--- src/hdl/fbh_pkg.sv ---
// ----------------------------------------------------------------------------
// fbh_pkg: shared types and constants for the fixed-bin pixel histogram
// Beat formats of both channels, configuration register layout and the
// internal beats passed between the bin mapper, counter bank and readout.
// ----------------------------------------------------------------------------
`default_nettype none

package fbh_pkg;

  // Storage geometry
  localparam int unsigned MAX_BINS = 64;
  localparam int unsigned COUNT_W  = 32;
  localparam int unsigned BIN_W    = $clog2(MAX_BINS);
  localparam int unsigned NB_W     = $clog2(MAX_BINS + 1);

  // Field widths
  localparam int unsigned PIX_W  = 8;
  localparam int unsigned SPAN_W = 9;
  localparam int unsigned CNT_CFG_W = 7;

  // Configuration port
  localparam int unsigned CFG_IDX_W  = 2;
  localparam int unsigned CFG_DATA_W = 9;

  localparam logic [CFG_IDX_W-1:0] CFG_BIN_COUNT   = 2'd0;
  localparam logic [CFG_IDX_W-1:0] CFG_BIN_OFFSET  = 2'd1;
  localparam logic [CFG_IDX_W-1:0] CFG_VALUE_RANGE = 2'd2;
  localparam logic [CFG_IDX_W-1:0] CFG_BIN_WINDOW  = 2'd3;

  // Input beat: one pixel
  typedef struct packed {
    logic [PIX_W-1:0] pixel;
    logic             frame_end;
  } pix_beat_t;

  // Output beat: one bin of the readout
  typedef struct packed {
    logic [BIN_W-1:0]   bin_index;
    logic [COUNT_W-1:0] bin_total;
    logic               last_bin;
  } bin_beat_t;

  // Configuration registers
  typedef struct packed {
    logic [CNT_CFG_W-1:0] bin_count;
    logic [PIX_W-1:0]     bin_offset;
    logic [SPAN_W-1:0]    value_range;
    logic [SPAN_W-1:0]    bin_window;
  } cfg_t;

  // Bin mapper to counter bank
  typedef struct packed {
    logic             vld;
    logic             cnt_en;
    logic [BIN_W-1:0] idx;
    logic             frame_end;
  } map_beat_t;

  // Readout read request into the counter bank
  typedef struct packed {
    logic             req;
    logic [BIN_W-1:0] addr;
  } rd_req_t;

endpackage

`default_nettype wire

--- src/hdl/fbh_bin_map.sv ---
// ----------------------------------------------------------------------------
// fbh_bin_map: pixel to bin index mapping
// Range check against offset/range, then a two-stage restoring divide by the
// bin window (four quotient bits per stage) and a check against bins in use.
// ----------------------------------------------------------------------------
`default_nettype none

module fbh_bin_map import fbh_pkg::*; (
  input  logic                clk_i,
  input  logic                rst_ni,
  input  logic                pix_vld_i,
  input  pix_beat_t           pix_i,
  input  cfg_t                cfg_i,
  input  logic [NB_W-1:0]     nb_i,
  output map_beat_t           map_o
);

  localparam int unsigned HALF_W = PIX_W / 2;

  typedef struct packed {
    logic              vld;
    logic              in_rng;
    logic              frame_end;
    logic [SPAN_W-1:0] rem;
    logic [HALF_W-1:0] q_hi;
    logic [HALF_W-1:0] rel_lo;
  } div_beat_t;

  logic [SPAN_W-1:0] win;
  div_beat_t         div_d, div_q;
  map_beat_t         map_d, map_q;

  // Window of zero acts as a window of one
  assign win = (cfg_i.bin_window == '0) ? SPAN_W'(1) : cfg_i.bin_window;

  // Range check and upper quotient bits
  always_comb begin
    logic [PIX_W-1:0]  rel;
    logic [SPAN_W-1:0] rem;
    rel = pix_i.pixel - cfg_i.bin_offset;
    rem = '0;
    div_d.q_hi = '0;
    for (int k = 0; k < HALF_W; k++) begin
      rem = {rem[SPAN_W-2:0], rel[PIX_W-1-k]};
      if (rem >= win) begin
        rem = rem - win;
        div_d.q_hi[HALF_W-1-k] = 1'b1;
      end
    end
    div_d.vld       = pix_vld_i;
    div_d.in_rng    = (pix_i.pixel >= cfg_i.bin_offset) &&
                      ({1'b0, rel} < cfg_i.value_range);
    div_d.frame_end = pix_i.frame_end;
    div_d.rem       = rem;
    div_d.rel_lo    = rel[HALF_W-1:0];
  end

  // Lower quotient bits and bin count check
  always_comb begin
    logic [SPAN_W-1:0] rem;
    logic [HALF_W-1:0] q_lo;
    logic [PIX_W-1:0]  quo;
    rem  = div_q.rem;
    q_lo = '0;
    for (int k = 0; k < HALF_W; k++) begin
      rem = {rem[SPAN_W-2:0], div_q.rel_lo[HALF_W-1-k]};
      if (rem >= win) begin
        rem = rem - win;
        q_lo[HALF_W-1-k] = 1'b1;
      end
    end
    quo = {div_q.q_hi, q_lo};
    map_d.vld       = div_q.vld;
    map_d.cnt_en    = div_q.vld && div_q.in_rng &&
                      ({{(PIX_W + 1 - NB_W){1'b0}}, nb_i} > {1'b0, quo});
    map_d.idx       = quo[BIN_W-1:0];
    map_d.frame_end = div_q.frame_end;
  end

  // Advance both stages every cycle
  always_ff @(posedge clk_i or negedge rst_ni) begin
    if (!rst_ni) begin
      div_q <= '0;
      map_q <= '0;
    end else begin
      div_q <= div_d;
      map_q <= map_d;
    end
  end

  assign map_o = map_q;

endmodule

`default_nettype wire

--- src/hdl/fbh_counter_bank.sv ---
// ----------------------------------------------------------------------------
// fbh_counter_bank: bin counter memory with read-modify-write
// One synchronous RAM of counters, a valid bit per entry (invalid reads as
// zero), saturating increment in the cycle after the read, and forwarding of
// the write-back when back-to-back pixels hit the same bin.
// ----------------------------------------------------------------------------
`default_nettype none

module fbh_counter_bank import fbh_pkg::*; (
  input  logic               clk_i,
  input  logic               rst_ni,
  input  map_beat_t          map_i,
  input  rd_req_t            rd_req_i,
  input  logic               clear_i,
  output logic [COUNT_W-1:0] rd_total_o,
  output logic               done_o
);

  logic [COUNT_W-1:0] mem_q [MAX_BINS];
  logic [COUNT_W-1:0] rdata_q;
  logic [MAX_BINS-1:0] vld_q;
  map_beat_t          wb_q;
  logic               rvld_q, rvld_d;
  logic               hit_q, hit_d;
  logic [COUNT_W-1:0] fwd_q;

  logic               rd_en;
  logic [BIN_W-1:0]   rd_addr;
  logic               wr_en;
  logic [COUNT_W-1:0] old_total;
  logic [COUNT_W-1:0] new_total;

  // Share the read port between counting and readout
  assign rd_en   = map_i.cnt_en || rd_req_i.req;
  assign rd_addr = map_i.cnt_en ? map_i.idx : rd_req_i.addr;

  // Pick forwarded value, stored value or zero for an unwritten entry
  assign old_total = hit_q ? fwd_q : (rvld_q ? rdata_q : '0);
  assign wr_en     = wb_q.cnt_en;
  assign new_total = (&old_total) ? old_total : old_total + COUNT_W'(1);

  assign hit_d  = wr_en && rd_en && (wb_q.idx == rd_addr);
  assign rvld_d = vld_q[rd_addr];

  // Counter memory
  always_ff @(posedge clk_i) begin
    if (rd_en) begin
      rdata_q <= mem_q[rd_addr];
    end
    if (wr_en) begin
      mem_q[wb_q.idx] <= new_total;
    end
    fwd_q <= new_total;
  end

  // Write-back stage, valid bits and forwarding control
  always_ff @(posedge clk_i or negedge rst_ni) begin
    if (!rst_ni) begin
      wb_q   <= '0;
      vld_q  <= '0;
      rvld_q <= 1'b0;
      hit_q  <= 1'b0;
    end else begin
      wb_q <= map_i;
      if (rd_en) begin
        rvld_q <= rvld_d;
        hit_q  <= hit_d;
      end
      if (clear_i) begin
        vld_q <= '0;
      end
      if (wr_en) begin
        vld_q[wb_q.idx] <= 1'b1;
      end
    end
  end

  assign rd_total_o = old_total;
  assign done_o     = wb_q.vld && wb_q.frame_end;

  // Readout never competes with a counting read
  assert property (@(posedge clk_i) disable iff (!rst_ni)
    !(rd_req_i.req && map_i.cnt_en))
    else $error("readout read collides with counting read");

  // Clearing never drops a pending increment
  assert property (@(posedge clk_i) disable iff (!rst_ni)
    !(clear_i && wr_en))
    else $error("counter clear during write-back");

endmodule

`default_nettype wire

--- src/hdl/fbh_readout.sv ---
// ----------------------------------------------------------------------------
// fbh_readout: end-of-frame readout sequencer
// Walks the bins in use through the counter bank read port, loads each
// count into the output register and clears the bank after the last read.
// ----------------------------------------------------------------------------
`default_nettype none

module fbh_readout import fbh_pkg::*; (
  input  logic               clk_i,
  input  logic               rst_ni,
  input  logic               start_i,
  input  logic [NB_W-1:0]    nb_i,
  input  logic [COUNT_W-1:0] rd_total_i,
  output rd_req_t            rd_req_o,
  output logic               clear_o,
  output logic               fin_o,
  output logic               out_valid_o,
  input  logic               out_stall_i,
  output bin_beat_t          out_beat_o
);

  typedef enum logic {
    ST_IDLE,
    ST_RUN
  } state_e;

  state_e           st_q;
  logic [NB_W-1:0]  ptr_q;
  logic             infl_q;
  logic             infl_last_q;
  logic [BIN_W-1:0] infl_idx_q;
  logic             out_vld_q;
  bin_beat_t        out_q;

  logic             out_free;
  logic             issue;
  logic             issue_last;
  logic             start_empty;

  assign out_free    = !out_vld_q || !out_stall_i;
  assign issue       = (st_q == ST_RUN) && !infl_q && out_free && (ptr_q < nb_i);
  assign issue_last  = (ptr_q + NB_W'(1)) == nb_i;
  assign start_empty = (st_q == ST_IDLE) && start_i && (nb_i == '0);

  assign rd_req_o.req  = issue;
  assign rd_req_o.addr = ptr_q[BIN_W-1:0];

  // Finish when the last read returns, or at once with no bins in use
  assign clear_o = start_empty || (infl_q && infl_last_q);
  assign fin_o   = clear_o;

  // Sequencer state and output register
  always_ff @(posedge clk_i or negedge rst_ni) begin
    if (!rst_ni) begin
      st_q        <= ST_IDLE;
      ptr_q       <= '0;
      infl_q      <= 1'b0;
      infl_last_q <= 1'b0;
      infl_idx_q  <= '0;
      out_vld_q   <= 1'b0;
      out_q       <= '0;
    end else begin
      case (st_q)
        ST_IDLE: begin
          if (start_i && (nb_i != '0)) begin
            st_q  <= ST_RUN;
            ptr_q <= '0;
          end
        end
        ST_RUN: begin
          if (infl_q && infl_last_q) begin
            st_q <= ST_IDLE;
          end
        end
        default: begin
          st_q <= ST_IDLE;
        end
      endcase

      // Track the read in flight
      infl_q <= issue;
      if (issue) begin
        infl_last_q <= issue_last;
        infl_idx_q  <= ptr_q[BIN_W-1:0];
        ptr_q       <= ptr_q + NB_W'(1);
      end

      // Load returned count, drop accepted beat
      if (infl_q) begin
        out_vld_q       <= 1'b1;
        out_q.bin_index <= infl_idx_q;
        out_q.bin_total <= rd_total_i;
        out_q.last_bin  <= infl_last_q;
      end else if (!out_stall_i) begin
        out_vld_q <= 1'b0;
      end
    end
  end

  assign out_valid_o = out_vld_q;
  assign out_beat_o  = out_q;

  // A returning read always finds the output register free
  assert property (@(posedge clk_i) disable iff (!rst_ni)
    infl_q |-> !out_vld_q)
    else $error("read data returns into a full output register");

  // The final bin is loaded as the sequencer goes idle
  assert property (@(posedge clk_i) disable iff (!rst_ni)
    (infl_q && infl_last_q) |=> (st_q == ST_IDLE) && out_vld_q && out_q.last_bin)
    else $error("last bin loaded without ending the readout");

endmodule

`default_nettype wire

--- src/hdl/fixed_bin_pixel_histogram.sv ---
// ----------------------------------------------------------------------------
// fixed_bin_pixel_histogram: fixed-bin histogram of 8-bit pixels
// Counts each frame's pixels into up to 64 saturating 32-bit bins held in a
// synchronous RAM and reads the bins out in order at the end of the frame.
// ----------------------------------------------------------------------------
// Pixels are taken one per clock while counting: each pixel passes a range
// check, a two-stage divide by the bin window and a read-modify-write of its
// counter RAM entry, with forwarding so equal bins in a row count correctly.
// The pixel marked frame_end stalls the input until the readout has read
// every bin: the pipeline drains, then each bin in use costs one read of the
// single RAM read port and waits for that read to return, and the readout
// waits longer while the output is stalled. The counters are cleared at the
// end of each readout through per-entry valid bits, so there is no clearing
// pass after reset. Write configuration only while idle; the block itself does not enforce it.
// ----------------------------------------------------------------------------
`default_nettype none

module fixed_bin_pixel_histogram import fbh_pkg::*; (
  input  logic                  clk_i,
  input  logic                  rst_ni,
  input  logic                  cfg_we_i,
  input  logic [CFG_IDX_W-1:0]  cfg_idx_i,
  input  logic [CFG_DATA_W-1:0] cfg_data_i,
  input  logic                  in_valid_i,
  output logic                  in_stall_o,
  input  pix_beat_t             in_beat_i,
  output logic                  out_valid_o,
  input  logic                  out_stall_i,
  output bin_beat_t             out_beat_o
);

  cfg_t               cfg_q;
  logic [NB_W-1:0]    nb;
  logic               busy_q;
  logic               in_acc;
  logic               pix_vld_q;
  pix_beat_t          pix_q;
  map_beat_t          map;
  rd_req_t            rd_req;
  logic [COUNT_W-1:0] rd_total;
  logic               done;
  logic               clear;
  logic               fin;

  // Bins in use, capped at the storage depth
  assign nb = ({1'b0, cfg_q.bin_count} > (CNT_CFG_W + 1)'(MAX_BINS)) ?
              NB_W'(MAX_BINS) : NB_W'(cfg_q.bin_count);

  assign in_stall_o = busy_q;
  assign in_acc     = in_valid_i && !busy_q;

  // Configuration registers
  always_ff @(posedge clk_i or negedge rst_ni) begin
    if (!rst_ni) begin
      cfg_q.bin_count   <= CNT_CFG_W'(16);
      cfg_q.bin_offset  <= '0;
      cfg_q.value_range <= SPAN_W'(256);
      cfg_q.bin_window  <= SPAN_W'(16);
    end else if (cfg_we_i) begin
      case (cfg_idx_i)
        CFG_BIN_COUNT:   cfg_q.bin_count   <= cfg_data_i[CNT_CFG_W-1:0];
        CFG_BIN_OFFSET:  cfg_q.bin_offset  <= cfg_data_i[PIX_W-1:0];
        CFG_VALUE_RANGE: cfg_q.value_range <= cfg_data_i[SPAN_W-1:0];
        CFG_BIN_WINDOW:  cfg_q.bin_window  <= cfg_data_i[SPAN_W-1:0];
        default: begin
        end
      endcase
    end
  end

  // Input register and frame busy flag
  always_ff @(posedge clk_i or negedge rst_ni) begin
    if (!rst_ni) begin
      pix_vld_q <= 1'b0;
      pix_q     <= '0;
      busy_q    <= 1'b0;
    end else begin
      pix_vld_q <= in_acc;
      if (in_acc) begin
        pix_q <= in_beat_i;
      end
      if (in_acc && in_beat_i.frame_end) begin
        busy_q <= 1'b1;
      end else if (fin) begin
        busy_q <= 1'b0;
      end
    end
  end

  fbh_bin_map u_bin_map (
    .clk_i     (clk_i),
    .rst_ni    (rst_ni),
    .pix_vld_i (pix_vld_q),
    .pix_i     (pix_q),
    .cfg_i     (cfg_q),
    .nb_i      (nb),
    .map_o     (map)
  );

  fbh_counter_bank u_counter_bank (
    .clk_i      (clk_i),
    .rst_ni     (rst_ni),
    .map_i      (map),
    .rd_req_i   (rd_req),
    .clear_i    (clear),
    .rd_total_o (rd_total),
    .done_o     (done)
  );

  fbh_readout u_readout (
    .clk_i       (clk_i),
    .rst_ni      (rst_ni),
    .start_i     (done),
    .nb_i        (nb),
    .rd_total_i  (rd_total),
    .rd_req_o    (rd_req),
    .clear_o     (clear),
    .fin_o       (fin),
    .out_valid_o (out_valid_o),
    .out_stall_i (out_stall_i),
    .out_beat_o  (out_beat_o)
  );

endmodule

`default_nettype wire
--- config.mk ---
export PLATFORM = sky130hd
export DESIGN_NAME = fixed_bin_pixel_histogram
export DESIGN_NICKNAME = d
export VERILOG_FILES = /design/src/hdl/fbh_pkg.sv /design/src/hdl/fbh_bin_map.sv /design/src/hdl/fbh_counter_bank.sv /design/src/hdl/fbh_readout.sv /design/src/hdl/fixed_bin_pixel_histogram.sv
export SDC_FILE = /design/constraint.sdc
export NUM_CORES = 2
export LEC_CHECK = 0
export BUFFER_PORTS_ARGS = -buffer_cell sky130_fd_sc_hd__buf_2
export CELL_PAD_IN_SITES_DETAIL_PLACEMENT = 1
export CELL_PAD_IN_SITES_GLOBAL_PLACEMENT = 1
export CORE_MARGIN = 8
export CORE_UTILIZATION = 30
export CTS_CLUSTER_DIAMETER = 60
export DETAILED_ROUTE_END_ITERATION = 16
export GPL_TIMING_DRIVEN = 0
export PLACE_DENSITY_LB_ADDON = 0.1
export SKIP_CTS_REPAIR_TIMING = 1
export SLEW_MARGIN = 0
export SYNTH_ARGS = -nofsm -noshare
export SYNTH_HDL_FRONTEND = slang
export SYNTH_SLANG_ARGS = --single-unit
--- constraint.sdc ---
create_clock -name clk_i -period 8.9 [get_ports clk_i]
set_input_delay 1.78 -clock clk_i [delete_from_list [all_inputs] [get_ports clk_i]]
set_output_delay 1.78 -clock clk_i [all_outputs]
set_load 0.03 [all_outputs]
Word-level counts from Yosys, hierarchy flattened
Memory sizes are Yosys's and may differ from the RTL's. A register that Yosys moved wholly into a read port is not among the register bits.
Cells that the tools add are included.
{"block": "classes", "n_addsub": 10, "magnitude_cmp": 16, "eq_ne": 7, "muxes": 39, "bitwise_logic": 2, "reduce_logical": 35}
{"operator": "64-bit 2-to-1 mux", "n": 2}
{"operator": "32-bit 2-to-1 mux", "n": 3}
{"operator": "64-bit OR", "n": 1}
{"operator": "9-bit >= comparator", "n": 7}
{"operator": "8-bit 2-to-1 mux", "n": 7}
{"operator": "8-bit subtractor", "n": 7}
{"operator": "32-bit by 1-bit adder with 32-bit output (second input constant)", "n": 1}
{"operator": "32-bit AND reduction", "n": 1}
{"operator": "7-bit 2-to-1 mux", "n": 4}
{"operator": "1-bit 2-to-1 mux", "n": 18}
{"operator": "1-bit logical AND", "n": 16}
{"operator": "6-bit by 7-bit less-than comparator with 1-bit output (second input constant)", "n": 2}
{"operator": "2-bit AND reduction", "n": 5}
{"operator": "1-bit by 9-bit >= comparator with 1-bit output", "n": 1}
{"operator": "9-bit logical NOT", "n": 1}
{"operator": "8-bit by 9-bit less-than comparator with 1-bit output", "n": 1}
{"operator": "9-bit 2-to-1 mux", "n": 1}
{"operator": "8-bit >= comparator", "n": 1}
{"operator": "7-bit by 8-bit greater-than comparator with 1-bit output", "n": 1}
{"operator": "1-bit by 8-bit subtractor with 8-bit output", "n": 1}
{"operator": "7-bit by 1-bit adder with 7-bit output (second input constant)", "n": 1}
{"operator": "7-bit equality test", "n": 1}
{"operator": "7-bit greater-than comparator (second input constant)", "n": 1}
{"operator": "7-bit logical NOT", "n": 1}
{"operator": "other kinds (17)", "n": 24}
{"block": "totals", "ff_bits": 235, "mem_bits_rw": 2048, "input_bits": 25, "word_cells": 145, "memories": 1}
{"memory": "u_counter_bank.mem_q", "depth": 64, "word_bits": 32, "rd": 1, "rd_ports_with_merged_regs": 1, "wr": 1, "line_no": "fbh_counter_bank.sv:19", "text": "logic [COUNT_W-1:0] mem_q [MAX_BINS];"}

Depth between registers and ports, before layout
{"block": "logic_depth", "depth_word": 12, "depth_mapped": 44}

Modules after synthesis
From an unflattened synthesis, not the netlist that was laid out.
{"block": "hier_totals", "cells_unflattened": 4780, "hier_area_um2": 92463.7}
{"mod": "fbh_counter_bank", "instances": 1, "cells_each": 3875, "area_per_inst_um2": 83388.7, "seq_area_each_um2": 64977.3}
{"mod": "fbh_bin_map", "instances": 1, "cells_each": 598, "area_per_inst_um2": 4770.8, "seq_area_each_um2": 700.7}
{"mod": "fbh_readout", "instances": 1, "cells_each": 206, "area_per_inst_um2": 2610.0, "seq_area_each_um2": 1401.3}
{"mod": "fixed_bin_pixel_histogram", "instances": 1, "cells_each": 101, "area_per_inst_um2": 1694.1, "seq_area_each_um2": 1104.8}

Worst setup path after synthesis
OpenSTA, ideal clock, no wires.
{"block": "synth_path", "kind": "reg2reg", "startpoint": "reg cfg_q[4] (netlist name)", "endpoint": "reg u_bin_map.map_q (netlist bit u_bin_map.map_o[7])", "arrival_ns": 8.760, "path_slack_ns": 0.015, "stages_incl_launch_ff": 44, "path_buffers": 3, "period_less_slack_ns": 8.885, "cell_sequence": "dfstp_2 > or4_1 > nor4b_2 > or2_2 > ha_1 > nand2b_1 > a21oi_1 > o21ai_0 > a21oi_1 > o221ai_1 > clkbuf_1 > mux2_2 > inv_1 > ha_1 > nor2b_1 > o31a_1 > nor2_1 > o21ai_0 > [8 not listed] > o211ai_1 > clkbuf_1 > inv_1 > o21ai_0 > o221ai_1 > ha_1 > a21o_1 > a211o_1 > a21oi_1 > o21ai_0 > ha_1 > nor2b_1 > o21a_1 > o21a_1 > o21a_1 > o21a_1 > o21ai_0 > a2111oi_0"}
{"item": "from (decl)", "line_no": "fixed_bin_pixel_histogram.sv:32", "text": "cfg_t cfg_q;"}
{"item": "to (signal assigned)", "line_no": "fbh_bin_map.sv:87", "text": "map_q <= map_d;"}
{"item": "to (decl)", "line_no": "fbh_bin_map.sv:31", "text": "map_beat_t map_d, map_q;"}

==> impl_metrics.json <==
{
  "arrival_ps": 9260,
  "power_per_cell_area_nw_per_um2": 332,
  "yosys.area_share.simple_pct": 4.82,
  "timing_worst_slew_pin_value_ps": 1540,
  "timing_hold_violations_final": 0,
  "gate_count_of_the_mapped_netlist": 5070,
  "cts-root-to-sink-buffers": 4,
  "design.die.area_um2": 328000,
  "worstSkewPairLatency_ps": 880,
  "cp-end-kind": "flop",
  "design.final.nets": 5758,
  "synth-adder-area-share_pct": 1.44,
  "globalRouteTotalUtil_pct": 18.6,
  "die_height_um": 573,
  "numCtsBuffers": 290,
  "max_clock_freq_ghz": 0.117,
  "drtPass1Iterations": 7,
  "period_minus_slack_ps": 8520,
  "synthesis.yosys.warnings": 0,
  "total_power_consumption_mw": 37.4,
  "core_um2": 309000,
  "compound_gate_portion_of_the_synthesized_area_pct": 4.19,
  "dpl.hpwl_mm": 223,
  "hold_path_startpoint": "u_bin_map.map_o[8]",
  "critPathKind": "reg -> reg",
  "highest_layer": "met4",
  "antenna_violating_nets_post_route": 0,
  "part_of_the_total_power_dissipated_in_sequential_elements_pct": 34.9,
  "swShare_pct": 34.7,
  "post_synth_main_area_contributors": "edfxtp_1 (67%), mux4_2 (13%), dfrtp_1 (5.4%)",
  "ys_dominant_reg_cell": "edfxtp_1",
  "routed_length_per_placed_instance_um": 31.4,
  "final.setup_skew_ps": 51.4,
  "synth_register_bits": 2315,
  "first_global_vias": 53000,
  "postLayoutCoreUtil_pct": 36.5,
  "largest_net_degree_at_the_start_of_global_routing": 91,
  "critPathSlowestCell": "or4_4",
  "post_synth_xor_area_fraction_pct": 0.753,
  "final.period_utilization_pct": 95.7,
  "internal-power_mw": 24.4,
  "max-slew-margin-rel_pct": -3.71,
  "failed_checks": "capacitance limit, slew limit",
  "r2r_end": "u_bin_map.map_o[7]",
  "holdCritPathClass": "reg -> reg",
  "synth.distinct_cells": 78,
  "postSynth.asyncResetShare_pct": 8.77,
  "path_max_fanout": 6,
  "synth_fp_nets": 5198,
  "wirelength_mm": 313,
  "netlist.area_leader.share_pct": 67.1,
  "final.fill_count": 30300,
  "grt_overflow_total": 0,
  "drt_drc_violations_left": 0,
  "met3_wirelength_mm": 13.9,
  "critical_path_required_ps": 9640,
  "run_status": "complete, but fails checks",
  "clock_sink_count": 2315,
  "synth-edff-count": 2080,
  "p_switching_mw": 13.0,
  "clockRootBuffer": "clkbuf_16",
  "critical_path.max_stage_delay_ps": 560,
  "critical_path.startpoint_type": "flop",
  "cp.depth": 42,
  "mappedNetlistArea_um2": 93000,
  "dr_total_vias": 50400,
  "worst_path_buf_inv": 3,
  "p_leak_nw": 38.2,
  "number_of_antenna_violations_at_the_first_check_in_global_routing": 17,
  "wirelength_met1_mm": 142,
  "placement.io_buffers": 65,
  "slew_viol_final": 2,
  "timing.critical_path.max_delay_family": "compound AO/OA/AOI/OAI gates",
  "startpoint": "cfg_q[3]",
  "grt_setup_unrepaired": "yes",
  "reg2reg_setup_slack_ps": 380,
  "part_of_the_power_in_the_clock_network_pct": 31.2,
  "worstReg2RegStart": "cfg_q[3]",
  "synth-seq-area-share_pct": 73.3,
  "syn_avg_cell_area_um2": 18.3,
  "power.combinational.fraction_pct": 33.9,
  "first_iter_violations": 3912,
  "netlist.top_cell.by_area": "edfxtp_1",
  "grt_first_pass_wirelength_mm": 436,
  "placement_rows": 204,
  "finalSetupViolations": 0,
  "register_area_um2": 68200,
  "max-vdd-ir-drop_v": 0.000248,
  "critical_path.endpoint": "u_bin_map.map_o[7]",
  "clock_slew_at_the_register_clock_pins_of_the_worst_setup_and_hold_paths_ps": 50,
  "synth_top_family_by_area": "multiplexers",
  "die_x_um": 573,
  "cts.htree.levels": 5,
  "timing.max_cap.violations": 1,
  "area_growth_syn_to_layout_pct": 21.0,
  "worst_reg2reg_path_length_in_cells": 42,
  "synth_mux_area_share_pct": 13.8,
  "initial_core_util_pct": 30.1,
  "area_used_by_multi_input_combinational_logic_um2": 24500,
  "tritoncts": "done",
  "share_of_final_layout_standard_cells_stronger_than_drive_strength_1_pct": 26.7,
  "design.portCount": 66,
  "place.gp.congestion": 0.885,
  "dr_wl_met2_mm": 148,
  "dr_vias_cell": 5.04
}
[how the worst min path moves through the flow]
stage | endpoint | slack, ps | cells after the start
2_1_floorplan | u_bin_map.div_q[19] | 330 | 0
3_3_place_gp | u_counter_bank.wb_q[8] | 340 | 0
3_5_place_dp | u_counter_bank.wb_q[8] | 340 | 0
4_1_cts | u_counter_bank.wb_q[8] | 350 | 0
5_1_grt | u_counter_bank.wb_q[8] | 360 | 0
6_report | u_counter_bank.wb_q[8] | 350 | 0
[logic make-up after synthesis]
| family | Yosys count |
|---|---|
| buffers and inverters | 357 |
| AOI/OAI and AO/OA | 577 |
| DFF | 2315 |
| xor gates and xnor gates | 80 |
| muxes | 626 |
| and+or+nand+nor | 1012 |
| adders and majority gates | 103 |
[per-stage QoR]
step / worst slack, ps / cell area, µm² / TNS, ps / hold slack, ps / cells
2_1_floorplan: 14.9 / 93000 / 0 / 331 / 5070
3_3_place_gp: -4320 / 98500 / -4569010 / 336 / 9255
3_5_place_dp: -3190 / 103000 / -15940 / 337 / 9433
4_1_cts: -3270 / 112000 / -16240 / 349 / 9963
5_1_grt: -44.1 / 113000 / -44.1 / 355 / 9989
6_report: 379 / 113000 / 0 / 346 / 9997
[synth_stat cells, types with 8 or more instances]
library cell and instances:
dfxtp_1 32, buf_6 9, a31oi_1 70, nand3_1 108, nor2_1 163, a21oi_1 78
nand2_1 544, and2_1 80, ha_1 96, clkbuf_1 128, or3_1 8, o21ai_0 113
edfxtp_1 2080, nor3_1 16, nand3b_1 14, inv_1 88, buf_2 108, nand4_1 14
a21o_1 83, mux2i_1 36, a221o_1 34, nor2b_1 16, nand2b_1 10, mux2_2 67
xor2_1 23, o22ai_1 33, o21a_1 18, xnor2_1 57, a211oi_1 67, a22oi_1 12
mux4_2 520, dfrtp_1 200, buf_1 16, o221ai_1 11
[layout make-up]
class / count / share of cell area, %
multi-input cells: 2398 / 21.7
well taps: 4120 / 4.58
clock buffers: 372 / 6.96
repair buffers: 270 / 3.34
flip-flops and latches: 2315 / 60.6
clock inverters: 158 / 1.36
diodes: 9 / 0.0200
inverters: 92 / 0.320
plain buffers: 263 / 1.09
[flip-flops by register name (all words and copies together) (netlist names), 6 cells and up]
register	count
u_bin_map.div_q	19
cfg_q	33
u_readout.infl_idx_q	6
u_readout.out_beat_o	39
u_counter_bank.vld_q	64
pix_q	9
u_bin_map.map_o	9
u_readout.ptr_q	7
u_counter_bank.mem_q	2048
u_counter_bank.fwd_q	32
u_counter_bank.rdata_q	32
u_counter_bank.wb_q	8
[cell usage in the layout, fill, tap and decap left out, drive strengths merged, types with 108 or more instances in the layout]
master and instances:
nand2 544, inv 111, clkbuf 497, buf 408, edfxtp 2080, dfrtp 200
nor2 163, mux4 520, o21ai 115, nand3 108
[routing by layer]
layer,track usage [%],vias up
met3,2.44,410
met5,0,-
met1,26.1,27300
met4,5.54,0
li1,-,21400
met2,30.1,1149
[power by group through the flow]
stage                     sequential (mW)  combinational, mW  clock (mW)
final                                13.0               12.7        11.7
after CTS                            13.1               12.4        12.0
after global routing                 13.1               13.6        12.3
after global placement               13.5               11.9           0
after detailed placement             13.3               12.4           0
after floorplan                      13.3               7.00           0
No activity file was read; power rests on OpenSTA's default activity.
